File: config.mk
export PLATFORM = sky130hd
export DESIGN_NAME = script_token_scanner_flat
export DESIGN_NICKNAME = d
export VERILOG_FILES = /design/src/rtl/sts_pkg.sv /design/src/rtl/sts_types_pkg.sv /design/src/rtl/sts_stream_if.sv /design/src/rtl/script_token_scanner.sv /design/src/rtl/sts_front.sv /design/src/rtl/sts_queue.sv /design/src/rtl/sts_back.sv /design/src/flat_wrapper.sv
export SDC_FILE = /design/constraint.sdc
export NUM_CORES = 1
export LEC_CHECK = 0
export ABC_AREA = 1
export BUFFER_PORTS_ARGS = -buffer_cell sky130_fd_sc_hd__clkbuf_2
export CAP_MARGIN = 10
export CORE_UTILIZATION = 50
export DETAILED_ROUTE_END_ITERATION = 10
export GPL_ROUTABILITY_DRIVEN = 0
export PLACE_DENSITY = 0.7
export SLEW_MARGIN = 10
export SYNTH_ARGS = -nofsm -noshare
export SYNTH_HDL_FRONTEND = slang
export SYNTH_SLANG_ARGS = --single-unit
File: constraint.sdc
create_clock -name clk -period 3 [get_ports clk]
set_input_delay 0.6 -clock clk [delete_from_list [all_inputs] [get_ports clk]]
set_output_delay 0.6 -clock clk [all_outputs]
set_load 0.03 [all_outputs]
File: src/rtl/sts_pkg.sv
// Shared types, constants and helper functions for the script token scanner.
package sts_pkg;

	localparam int unsigned TOKEN_LEN_MAX_DEF = 255;
	localparam int unsigned KIND_W = 6;
	localparam int unsigned LINE_W = 16;
	localparam int unsigned COL_W  = 16;
	localparam int unsigned QUEUE_DEPTH = 4;

	typedef enum logic [6:0] {
		M_IDLE    = 7'b0000001,
		M_HELD    = 7'b0000010,
		M_NUM     = 7'b0000100,
		M_NUM_DOT = 7'b0001000,
		M_FRAC    = 7'b0010000,
		M_IDENT   = 7'b0100000,
		M_COMMENT = 7'b1000000
	} mode_t;

	typedef enum logic [2:0] {
		OP_NONE  = 3'd0,
		OP_BANG  = 3'd1,
		OP_EQ    = 3'd2,
		OP_LT    = 3'd3,
		OP_GT    = 3'd4,
		OP_SLASH = 3'd5
	} op_t;

	localparam logic [KIND_W-1:0] K_LPAREN = 6'd0;
	localparam logic [KIND_W-1:0] K_RPAREN = 6'd1;
	localparam logic [KIND_W-1:0] K_LBRACE = 6'd2;
	localparam logic [KIND_W-1:0] K_RBRACE = 6'd3;
	localparam logic [KIND_W-1:0] K_COMMA  = 6'd4;
	localparam logic [KIND_W-1:0] K_DOT    = 6'd5;
	localparam logic [KIND_W-1:0] K_MINUS  = 6'd6;
	localparam logic [KIND_W-1:0] K_PLUS   = 6'd7;
	localparam logic [KIND_W-1:0] K_SEMI   = 6'd8;
	localparam logic [KIND_W-1:0] K_SLASH  = 6'd9;
	localparam logic [KIND_W-1:0] K_STAR   = 6'd10;
	localparam logic [KIND_W-1:0] K_BANG   = 6'd11;
	localparam logic [KIND_W-1:0] K_EQUAL  = 6'd13;
	localparam logic [KIND_W-1:0] K_GREATER = 6'd15;
	localparam logic [KIND_W-1:0] K_LESS   = 6'd17;
	localparam logic [KIND_W-1:0] K_IDENT  = 6'd19;
	localparam logic [KIND_W-1:0] K_NUMBER = 6'd20;
	localparam logic [KIND_W-1:0] K_ERROR  = 6'd37;

	localparam int unsigned KW_COUNT = 16;
	localparam int unsigned KW_CHARS = 6;

	function automatic logic [8*KW_CHARS-1:0] kw_text(input logic [3:0] i);
		logic [8*KW_CHARS-1:0] w;
		case (i)
			4'd0:  w = 48'h00_00_00_64_6e_61;       // and
			4'd1:  w = 48'h00_73_73_61_6c_63;       // class
			4'd2:  w = 48'h00_00_65_73_6c_65;       // else
			4'd3:  w = 48'h00_65_73_6c_61_66;       // false
			4'd4:  w = 48'h00_00_00_6e_75_66;       // fun
			4'd5:  w = 48'h00_00_00_72_6f_66;       // for
			4'd6:  w = 48'h00_00_00_00_66_69;       // if
			4'd7:  w = 48'h00_00_00_6c_69_6e;       // nil
			4'd8:  w = 48'h00_00_00_00_72_6f;       // or
			4'd9:  w = 48'h00_74_6e_69_72_70;       // print
			4'd10: w = 48'h6e_72_75_74_65_72;       // return
			4'd11: w = 48'h00_72_65_70_75_73;       // super
			4'd12: w = 48'h00_00_73_69_68_74;       // this
			4'd13: w = 48'h00_00_65_75_72_74;       // true
			4'd14: w = 48'h00_00_00_72_61_76;       // var
			4'd15: w = 48'h00_65_6c_69_68_77;       // while
			default: w = '0;
		endcase
		return w;
	endfunction

	function automatic logic [2:0] kw_len(input logic [3:0] i);
		logic [2:0] n;
		case (i)
			4'd0, 4'd4, 4'd5, 4'd7, 4'd14: n = 3'd3;
			4'd6, 4'd8:                     n = 3'd2;
			4'd2, 4'd12, 4'd13:             n = 3'd4;
			4'd10:                          n = 3'd6;
			default:                        n = 3'd5;
		endcase
		return n;
	endfunction

	function automatic logic [KIND_W-1:0] single_op_kind(input op_t op);
		logic [KIND_W-1:0] k;
		case (op)
			OP_BANG: k = K_BANG;
			OP_EQ:   k = K_EQUAL;
			OP_GT:   k = K_GREATER;
			OP_LT:   k = K_LESS;
			default: k = K_SLASH;
		endcase
		return k;
	endfunction

	function automatic logic is_digit(input logic [7:0] c);
		return (c >= 8'h30) && (c <= 8'h39);
	endfunction

	function automatic logic is_alpha(input logic [7:0] c);
		return ((c >= 8'h61) && (c <= 8'h7a)) || ((c >= 8'h41) && (c <= 8'h5a));
	endfunction

	function automatic logic [COL_W-1:0] inc_sat(input logic [COL_W-1:0] v);
		return (v == '1) ? v : v + 1'b1;
	endfunction

endpackage

File: src/rtl/sts_types_pkg.sv
// Payload types of the scanner's channels and its internal queue.
package sts_types_pkg;
	import sts_pkg::*;

	typedef struct packed {
		logic [7:0] source_byte;
		logic       is_final;
	} in_beat_t;

	typedef struct packed {
		logic [KIND_W-1:0] token_kind;
		logic [7:0]        token_length;
		logic [LINE_W-1:0] line_number;
		logic [COL_W-1:0]  end_column;
		logic              last_in_run;
	} token_t;

	// one byte's worth of results: up to three tokens; a pending identifier is
	// resolved to its keyword in the back part
	typedef struct packed {
		logic [1:0]            count;
		token_t [2:0]          tok;
		logic [2:0]            needs_kw;
		logic [8*KW_CHARS-1:0] kw_buf;
		logic [7:0]            kw_len;
	} group_t;
endpackage

File: src/rtl/sts_stream_if.sv
// Valid/ready stream interface carrying one payload beat.
interface sts_stream_if #(parameter type payload_t = logic) (input logic clk);
	logic     valid;
	logic     ready;
	payload_t data;

	modport source (output valid, output data, input ready);
	modport sink   (input valid, input data, output ready);
endinterface

File: src/rtl/script_token_scanner.sv
// Top level of the script token scanner.
// Usage:
//   in  : one beat per source byte (source_byte, is_final); the final byte of a
//         source flushes the pending token and returns the scanner to line 1,
//         column 0.
//   out : one beat per token (token_kind, token_length, line_number,
//         end_column, last_in_run). A byte causes zero to three tokens.
// Throughput: one byte per cycle while the output keeps up; the classifier
//   state (mode, length, line, column) is formed combinationally and registered
//   as each byte is taken. Output runs at one token per cycle while out.ready
//   is high, so a byte that causes two or three tokens keeps the output busy and
//   the group queue absorbs it.
// Path: a token is written to the group queue, then to the output register.
// Reset: arst_n clears the scanner state, empties the group queue and drops
//   any token not yet delivered.
// Stall: when out.ready is low, the output register holds, the queue fills
//   (QUEUE_DEPTH groups), and then in.ready falls until space frees.
module script_token_scanner #(
	parameter int unsigned TOKEN_LEN_MAX = sts_pkg::TOKEN_LEN_MAX_DEF,
	parameter int unsigned QUEUE_DEPTH   = sts_pkg::QUEUE_DEPTH
) (
	input  logic  clk,
	input  logic  arst_n,
	sts_stream_if.sink   in,
	sts_stream_if.source out
);
	import sts_types_pkg::*;

	logic   fv, fr, qv, qr;
	group_t fd, qd;
	token_t od;

	sts_front #(.TOKEN_LEN_MAX(TOKEN_LEN_MAX)) u_front (
		.clk, .arst_n,
		.in_valid(in.valid), .in_data(in.data), .in_ready(in.ready),
		.grp_valid(fv), .grp_data(fd), .grp_ready(fr)
	);

	sts_queue #(.DEPTH(QUEUE_DEPTH)) u_queue (
		.clk, .arst_n,
		.wr_valid(fv), .wr_data(fd), .wr_ready(fr),
		.rd_valid(qv), .rd_data(qd), .rd_ready(qr)
	);

	sts_back u_back (
		.clk, .arst_n,
		.grp_valid(qv), .grp_data(qd), .grp_ready(qr),
		.out_valid(out.valid), .out_data(od), .out_ready(out.ready)
	);

	assign out.data = od;
endmodule

File: src/rtl/sts_front.sv
// Front part: consumes one byte per beat and forms the token group it causes.
module sts_front #(
	parameter int unsigned TOKEN_LEN_MAX = sts_pkg::TOKEN_LEN_MAX_DEF
) (
	input  logic                 clk,
	input  logic                 arst_n,
	input  logic                 in_valid,
	input  sts_types_pkg::in_beat_t in_data,
	output logic                 in_ready,
	output logic                 grp_valid,
	output sts_types_pkg::group_t grp_data,
	input  logic                 grp_ready
);
	import sts_pkg::*;
	import sts_types_pkg::*;

	localparam int unsigned LW = 8;
	localparam logic [LW-1:0] LMAX = LW'(TOKEN_LEN_MAX > 255 ? 255 : TOKEN_LEN_MAX);

	mode_t                 mode_q, mode_d;
	op_t                   op_q, op_d;
	logic [8*KW_CHARS-1:0] kw_q, kw_d;
	logic [LW-1:0]         len_q, len_d;
	logic [LINE_W-1:0]     line_q, line_d;
	logic [COL_W-1:0]      col_q, col_d;
	logic [COL_W-1:0]      nend_q, nend_d;

	group_t g;
	logic   fire;
	logic [7:0] c;
	logic   fin, consumed;
	logic [COL_W-1:0] nxt;

	assign in_ready  = grp_ready;
	assign grp_valid = in_valid;
	assign fire      = in_valid && grp_ready;
	assign grp_data  = g;
	assign c   = in_data.source_byte;
	assign fin = in_data.is_final;
	assign nxt = inc_sat(col_q);

	function automatic logic [LW-1:0] ladd(input logic [LW-1:0] v, input logic [1:0] a);
		logic [LW:0] s;
		s = {1'b0, v} + {{(LW-1){1'b0}}, a};
		return (s > {1'b0, LMAX}) ? LMAX : s[LW-1:0];
	endfunction

	always_comb begin
		mode_t m;
		op_t   o;
		logic [KW_CHARS*8-1:0] kb;
		logic [LW-1:0] ln;
		logic [LINE_W-1:0] lc;
		logic [COL_W-1:0] cc;
		logic [COL_W-1:0] ne;
		logic [1:0] n;
		token_t [2:0] t;
		logic [2:0] nk;
		logic [KW_CHARS*8-1:0] kwe;
		logic [LW-1:0] lne;

		m = mode_q; o = op_q; kb = kw_q; ln = len_q; lc = line_q; cc = col_q; ne = nend_q;
		n = 2'd0; t = '0; nk = '0; consumed = 1'b1;

		case (mode_q)
			M_HELD: begin
				if (c == 8'h3d && op_q != OP_SLASH) begin
					cc = nxt;
					t[n] = '{single_op_kind(op_q) + 1'b1, 8'd2, lc, nxt, 1'b0}; n = n + 1'b1;
					m = M_IDLE; o = OP_NONE;
				end else if (c == 8'h2f && op_q == OP_SLASH) begin
					cc = nxt; m = M_COMMENT; o = OP_NONE;
				end else begin
					t[n] = '{single_op_kind(op_q), 8'd1, lc, col_q, 1'b0}; n = n + 1'b1;
					m = M_IDLE; o = OP_NONE; consumed = 1'b0;
				end
			end
			M_NUM: begin
				if (is_digit(c)) begin
					ln = ladd(ln, 2'd1); cc = nxt;
				end else if (c == 8'h2e) begin
					ne = col_q; cc = nxt; m = M_NUM_DOT;
				end else begin
					t[n] = '{K_NUMBER, ln, lc, col_q, 1'b0}; n = n + 1'b1;
					m = M_IDLE; consumed = 1'b0;
				end
			end
			M_NUM_DOT: begin
				if (is_digit(c)) begin
					ln = ladd(ln, 2'd2); cc = nxt; m = M_FRAC;
				end else begin
					t[n] = '{K_NUMBER, ln, lc, nend_q, 1'b0}; n = n + 1'b1;
					t[n] = '{K_DOT, 8'd1, lc, col_q, 1'b0}; n = n + 1'b1;
					m = M_IDLE; consumed = 1'b0;
				end
			end
			M_FRAC: begin
				if (is_digit(c)) begin
					ln = ladd(ln, 2'd1); cc = nxt;
				end else begin
					t[n] = '{K_NUMBER, ln, lc, col_q, 1'b0}; n = n + 1'b1;
					m = M_IDLE; consumed = 1'b0;
				end
			end
			M_IDENT: begin
				if (is_digit(c) || is_alpha(c)) begin
					for (int i = 0; i < KW_CHARS; i++)
						if (ln == LW'(i)) kb[8*i +: 8] = c;
					ln = ladd(ln, 2'd1); cc = nxt;
				end else begin
					t[n] = '{K_IDENT, ln, lc, col_q, 1'b0}; nk[n] = 1'b1; n = n + 1'b1;
					m = M_IDLE; consumed = 1'b0;
				end
			end
			M_COMMENT: begin
				if (c == 8'h0a) begin
					m = M_IDLE; consumed = 1'b0;
				end else begin
					cc = nxt;
				end
			end
			default: begin
				m = M_IDLE; consumed = 1'b0;
			end
		endcase

		if (!consumed) begin
			if (c == 8'h0a) begin
				lc = inc_sat(lc); cc = '0;
			end else begin
				cc = inc_sat(cc);
				case (c)
					8'h28: begin t[n] = '{K_LPAREN, 8'd1, lc, cc, 1'b0}; n = n + 1'b1; end
					8'h29: begin t[n] = '{K_RPAREN, 8'd1, lc, cc, 1'b0}; n = n + 1'b1; end
					8'h7b: begin t[n] = '{K_LBRACE, 8'd1, lc, cc, 1'b0}; n = n + 1'b1; end
					8'h7d: begin t[n] = '{K_RBRACE, 8'd1, lc, cc, 1'b0}; n = n + 1'b1; end
					8'h2c: begin t[n] = '{K_COMMA, 8'd1, lc, cc, 1'b0}; n = n + 1'b1; end
					8'h2e: begin t[n] = '{K_DOT, 8'd1, lc, cc, 1'b0}; n = n + 1'b1; end
					8'h2d: begin t[n] = '{K_MINUS, 8'd1, lc, cc, 1'b0}; n = n + 1'b1; end
					8'h2b: begin t[n] = '{K_PLUS, 8'd1, lc, cc, 1'b0}; n = n + 1'b1; end
					8'h3b: begin t[n] = '{K_SEMI, 8'd1, lc, cc, 1'b0}; n = n + 1'b1; end
					8'h2a: begin t[n] = '{K_STAR, 8'd1, lc, cc, 1'b0}; n = n + 1'b1; end
					8'h21: begin m = M_HELD; o = OP_BANG; end
					8'h3d: begin m = M_HELD; o = OP_EQ; end
					8'h3c: begin m = M_HELD; o = OP_LT; end
					8'h3e: begin m = M_HELD; o = OP_GT; end
					8'h2f: begin m = M_HELD; o = OP_SLASH; end
					8'h20, 8'h0d, 8'h09: ;
					default: begin
						if (is_digit(c)) begin
							m = M_NUM; ln = LW'(1);
						end else if (is_alpha(c)) begin
							m = M_IDENT; ln = LW'(1); kb = {{(8*KW_CHARS-8){1'b0}}, c};
						end else begin
							t[n] = '{K_ERROR, 8'd1, lc, cc, 1'b0}; n = n + 1'b1;
						end
					end
				endcase
			end
		end

		// identifier text as it stands when the token is closed
		kwe = kb;
		lne = ln;

		if (fin) begin
			case (m)
				M_HELD: begin t[n] = '{single_op_kind(o), 8'd1, lc, cc, 1'b0}; n = n + 1'b1; end
				M_NUM, M_FRAC: begin t[n] = '{K_NUMBER, ln, lc, cc, 1'b0}; n = n + 1'b1; end
				M_NUM_DOT: begin
					t[n] = '{K_NUMBER, ln, lc, ne, 1'b0}; n = n + 1'b1;
					t[n] = '{K_DOT, 8'd1, lc, cc, 1'b0}; n = n + 1'b1;
				end
				M_IDENT: begin t[n] = '{K_IDENT, ln, lc, cc, 1'b0}; nk[n] = 1'b1; n = n + 1'b1; end
				default: ;
			endcase
			m = M_IDLE; o = OP_NONE; kb = '0; ln = '0; lc = LINE_W'(1); cc = '0; ne = '0;
		end

		if (n != 2'd0) t[n - 1'b1].last_in_run = 1'b1;

		g.count    = n;
		g.tok      = t;
		g.needs_kw = nk;
		g.kw_buf   = kwe;
		g.kw_len   = lne;
		mode_d = m; op_d = o; kw_d = kb; len_d = ln; line_d = lc; col_d = cc; nend_d = ne;
	end

	always_ff @(posedge clk or negedge arst_n) begin
		if (!arst_n) begin
			mode_q <= M_IDLE;
			op_q   <= OP_NONE;
			kw_q   <= '0;
			len_q  <= '0;
			line_q <= LINE_W'(1);
			col_q  <= '0;
			nend_q <= '0;
		end else if (fire) begin
			mode_q <= mode_d;
			op_q   <= op_d;
			kw_q   <= kw_d;
			len_q  <= len_d;
			line_q <= line_d;
			col_q  <= col_d;
			nend_q <= nend_d;
		end
	end
endmodule

File: src/rtl/sts_queue.sv
// Short queue of token groups between the front and back parts.
module sts_queue #(
	parameter int unsigned DEPTH = sts_pkg::QUEUE_DEPTH
) (
	input  logic                  clk,
	input  logic                  arst_n,
	input  logic                  wr_valid,
	input  sts_types_pkg::group_t wr_data,
	output logic                  wr_ready,
	output logic                  rd_valid,
	output sts_types_pkg::group_t rd_data,
	input  logic                  rd_ready
);
	import sts_types_pkg::*;

	localparam int unsigned AW = (DEPTH > 1) ? $clog2(DEPTH) : 1;

	group_t        mem_q [DEPTH];
	logic [AW-1:0] wp_q, rp_q;
	logic [AW:0]   cnt_q;
	logic          push, pop;

	assign wr_ready = (cnt_q != (AW+1)'(DEPTH));
	assign rd_valid = (cnt_q != '0);
	assign rd_data  = mem_q[rp_q];
	assign push = wr_valid && wr_ready;
	assign pop  = rd_valid && rd_ready;

	always_ff @(posedge clk) begin
		if (push) mem_q[wp_q] <= wr_data;
	end

	always_ff @(posedge clk or negedge arst_n) begin
		if (!arst_n) begin
			wp_q  <= '0;
			rp_q  <= '0;
			cnt_q <= '0;
		end else begin
			if (push) wp_q <= (wp_q == AW'(DEPTH-1)) ? '0 : wp_q + 1'b1;
			if (pop)  rp_q <= (rp_q == AW'(DEPTH-1)) ? '0 : rp_q + 1'b1;
			cnt_q <= cnt_q + (AW+1)'(push) - (AW+1)'(pop);
		end
	end
endmodule

File: src/rtl/sts_back.sv
// Back part: resolves keywords and serialises a group's tokens, one per beat.
module sts_back (
	input  logic                  clk,
	input  logic                  arst_n,
	input  logic                  grp_valid,
	input  sts_types_pkg::group_t grp_data,
	output logic                  grp_ready,
	output logic                  out_valid,
	output sts_types_pkg::token_t out_data,
	input  logic                  out_ready
);
	import sts_pkg::*;
	import sts_types_pkg::*;

	logic [1:0]        idx_q;
	logic              empty_grp, last_tok, take;
	token_t            cur;
	logic [KIND_W-1:0] kw_kind;

	// output register
	logic   ov_q;
	token_t od_q;

	always_comb begin
		kw_kind = K_IDENT;
		for (int i = 0; i < KW_COUNT; i++)
			if (grp_data.kw_len == 8'(kw_len(4'(i))) && grp_data.kw_buf == kw_text(4'(i)))
				kw_kind = KIND_W'(21 + i);
	end

	assign empty_grp = (grp_data.count == 2'd0);
	assign last_tok  = (idx_q + 1'b1 >= grp_data.count);
	assign take      = grp_valid && !empty_grp && (!ov_q || out_ready);
	assign grp_ready = empty_grp || (take && last_tok);

	always_comb begin
		cur = grp_data.tok[idx_q];
		if (grp_data.needs_kw[idx_q]) cur.token_kind = kw_kind;
	end

	assign out_valid = ov_q;
	assign out_data  = od_q;

	always_ff @(posedge clk) begin
		if (take) od_q <= cur;
	end

	always_ff @(posedge clk or negedge arst_n) begin
		if (!arst_n) begin
			ov_q  <= 1'b0;
			idx_q <= '0;
		end else begin
			if (take) ov_q <= 1'b1;
			else if (out_ready) ov_q <= 1'b0;
			if (take) idx_q <= last_tok ? 2'd0 : idx_q + 1'b1;
		end
	end
endmodule

File: src/flat_wrapper.sv
// flat-port wrapper written by rule: the top's interface ports become plain ports
module script_token_scanner_flat import sts_types_pkg::*;
#(
	parameter int unsigned TOKEN_LEN_MAX = sts_pkg::TOKEN_LEN_MAX_DEF,
	parameter int unsigned QUEUE_DEPTH   = sts_pkg::QUEUE_DEPTH
)
  (clk, arst_n, in_valid, in_data, in_ready, out_valid, out_data, out_ready);
  sts_stream_if in_i (.clk(clk));
  sts_stream_if out_i (.clk(clk));
  input  logic clk;
  input  logic arst_n;
  input wire logic [$bits(in_i.valid)-1:0] in_valid;
  input wire logic [$bits(in_i.data)-1:0] in_data;
  output wire logic [$bits(in_i.ready)-1:0] in_ready;
  output wire logic [$bits(out_i.valid)-1:0] out_valid;
  output wire logic [$bits(out_i.data)-1:0] out_data;
  input wire logic [$bits(out_i.ready)-1:0] out_ready;
  assign in_i.valid = in_valid;
  assign in_i.data = in_data;
  assign in_ready = in_i.ready;
  assign out_valid = out_i.valid;
  assign out_data = out_i.data;
  assign out_i.ready = out_ready;
  script_token_scanner #(.TOKEN_LEN_MAX(TOKEN_LEN_MAX), .QUEUE_DEPTH(QUEUE_DEPTH)) u_core (.clk(clk), .arst_n(arst_n), .in(in_i), .out(out_i));
endmodule
==> results.json <==
{
  "fin_area_mm2": 0.00204,
  "htree_num_levels": 2,
  "die-height_um": 62.9,
  "cts_buffer_depth": 2,
  "post-route-util_pct": 59.3,
  "via_count": 1260,
  "worstMarginPinSlew_ns": 0.492,
  "clock_power_share_pct": 17.2,
  "yosysTopAreaCell": "edfxtp_1",
  "gr-total-overflow": 0,
  "start_kind": "flip-flop",
  "dp.cells": 241,
  "cts_inserted_buffers": 5,
  "synth.most_common_cell": "nand2_1",
  "comb_power_share_pct": 44.6,
  "clkSlewWorstSetupHoldPaths_ns": 0.07,
  "nFillCells": 288,
  "rows": 21,
  "synth_commonest_cells": "nand2_1 (38), inv_1 (33), nor2_1 (27)",
  "p_leak_nw": 0.943,
  "p_sw_mw": 0.810,
  "dr.first_iter.drc_count": 41,
  "placed_cell_area_mm2": 0.00192,
  "finalPower_mw": 1.99,
  "regArea_mm2": 0.00106,
  "drc": 0,
  "p_sw_share_pct": 40.7,
  "arrival_ns": 2.97,
  "multi_input_area_um2": 644,
  "netlist-cell-type-count": 22,
  "synth_cells": 190,
  "n_antenna_cell": 0,
  "p_int_mw": 1.18,
  "start_util_pct": 53.8,
  "wl_per_cell_um": 12.3,
  "drt-total-wl_um": 3090,
  "ys_ff_latch": 38,
  "synthToLayoutAreaGrowth_pct": 10.2,
  "antenna_found_initial": 0,
  "portBuffers": 7,
  "gr-usage-all-layers_pct": 18.1,
  "required_ns": 3.17,
  "cts.sinks": 38,
  "crit_buf_inv": 5,
  "slew_viol_final": 0,
  "coreArea_mm2": 0.00344,
  "yosys-top-cells-area": "edfxtp_1 (34%), dfrtp_1 (22%), nand2_1 (7.7%), ha_1 (6.8%), inv_1 (6.7%)",
  "ys_seq_area_share_pct": 57.1,
  "relSlewSlack_pct": 67.1,
  "layout_min_cycle_time_ns": 2.80,
  "synth_edf_count": 21,
  "final_antenna_net_count": 0,
  "fmax_mhz": 357,
  "synth_ff_type": "edfxtp_1",
  "grt_max_degree": 18,
  "dieWidth_um": 62.9,
  "status": "complete, no violations",
  "cts_tree": "done",
  "cts_root_buf": "clkbuf_8",
  "async_flop_share_pct": 44.7,
  "yosysTopAreaCellShare_pct": 34.1,
  "crit_path_frequent_cell": "inv_1",
  "period_share_pct": 93.3,
  "slowest_delay_ns": 0.45,
  "crit_type": "reg -> reg",
  "avgSynthCellArea_um2": 9.75,
  "viasPerCell": 5.02,
  "clk_latency_ns": 0.29,
  "cp_top_family": "adder cells",
  "hp-class": "in -> async",
  "dp_hpwl_um": 2300,
  "synth.cell_area_mm2": 0.00185,
  "path_max_fanout": 9,
  "die_area_mm2": 0.00395,
  "seq_power_share_pct": 38.2,
  "p_per_area_mw_per_mm2": 977,
  "fin_cells": 251,
  "holdBufCountCts": 0,
  "grt_pass1_wl_um": 5290,
  "clock_skew_ns": 0.00509,
  "drive_gt1_share_pct": 13.7,
  "fin_setup_tns_ns": 0,
  "first_global_vias": 1253,
  "ir_drop_mv": 0.316,
  "drv_cap": 0,
  "dr.pass1.iters": 4,
  "cp_slowest_cell": "dfrtp_2",
  "io_pins": 8,
  "critPathCaptureType": "flip-flop",
  "finalSetupViolCount": 0,
  "hold_viol": 0,
  "ys_warn_count": 0,
  "synth_fp_nets": 206,
  "path_cells": "buf_12 -> nand2_1 -> nand3_2 -> nand2_2 -> inv_1 -> ha_1 -> nand2_1 -> nand3b_1 -> nand2_1 -> nand2_4 -> nand2_4 -> inv_1 -> ha_1 -> inv_1 -> ha_1 -> inv_1 -> fa_1 -> xnor2_1",
  "nets": 220
}
-- worst paths after layout --
kind / slack [ns] / cells past startpoint / end / start
worst max-delay path: 0.20 / 18 / u_core.u_queue.cnt_q[2] / u_core.u_queue.rp_q[0]
worst min-delay path: 0.23 / 1 / u_core.u_back.idx_q[0] / arst_n
worst max register to register: 0.20 / 18 / u_core.u_queue.cnt_q[2] / u_core.u_queue.rp_q[0]
worst min register to register: 0.52 / 2 / u_core.u_front.mode_q[5] / u_core.u_front.mode_q[5]
max in group asynchronous: 2.43 / 1 / u_core.u_front.mode_q[0] / arst_n
min in group clk: 0.52 / 2 / u_core.u_front.mode_q[5] / u_core.u_front.mode_q[5]
-- flip-flops by register name, summed over array words and instances, names as in the netlist --
signal	cells
u_core.u_back.idx_q	2
u_core.u_back.out_data	1
u_core.u_back.out_valid	1
u_core.u_front.mode_q	7
u_core.u_queue.cnt_q	3
u_core.u_queue.mem_q	20
u_core.u_queue.rp_q	2
u_core.u_queue.wp_q	2
-- area by class of cell --
| class | count | share of cell area [%] |
|---|---|---|
| repair buffers | 9 | 3.07 |
| inverters | 34 | 6.25 |
| clock inverters | 3 | 1.04 |
| clock buffers | 5 | 3.37 |
| multi-input cells | 116 | 31.6 |
| well taps | 46 | 2.82 |
| flip-flops and latches | 38 | 51.9 |
-- placed cells by master (no fill, tap or decap), drive strengths merged --
master / count
nand2: 44
buf: 2
ha: 10
dfstp: 1
nor3: 1
nand4: 4
clkbuf: 12
o22ai: 2
nor2: 27
nand3: 15
o21a: 1
nand3b: 1
dfrtp: 16
o21ai: 7
inv: 34
clkinvlp: 1
edfxtp: 21
fa: 1
or4: 1
clkinv: 2
xnor2: 2
-- routing by layer --
| metal | part of all wire [%] | track usage [%] | up-vias | wire [um] |
|---|---|---|---|---|
| met4 | 2.3 | 10.5 | 0 | 71 |
| met5 | 0 | 0 | - | 0 |
| met1 | 41 | 17.9 | 599 | 1280 |
| li1 | - | - | 633 | - |
| met2 | 54 | 34.0 | 21 | 1650 |
| met3 | 2.8 | 4.38 | 7 | 87 |
-- stage by stage --
step | hold slack (ns) | worst slack, ns
6_report | 0.233 | 0.202
5_1_grt | 0.259 | -0.000420
4_1_cts | 0.249 | 0.144
3_5_place_dp | 0.506 | 0.00848
3_3_place_gp | 0.485 | 0.183
2_1_floorplan | 0.304 | 0.387
-- power by group through the flow --
stage	combinational, mW	clock [mW]	sequential, mW
after floorplan	0.676	0	0.777
after detailed placement	0.833	0	0.786
after global placement	0.781	0	0.774
after global routing	1.02	0.375	0.778
final	0.889	0.342	0.762
after CTS	0.843	0.354	0.775
-- cell families after synthesis --
group	Yosys count	share of synthesized area, %
AO/OA/AOI/OAI	10	2.97
XOR/XNOR	2	0.946
adder cells (fa/ha/maj)	11	7.84
buffers and inverters	36	8.11
flip-flops	38	57.1
AND/OR/NAND/NOR	93	23.0
-- timing repair --
action                     4_1_cts  5_1_grt
resized for setup                1        0
setup endpoints to repair        1        2
setup buffers                    0        2
Note: power is estimated with default switching activity, not from simulation.
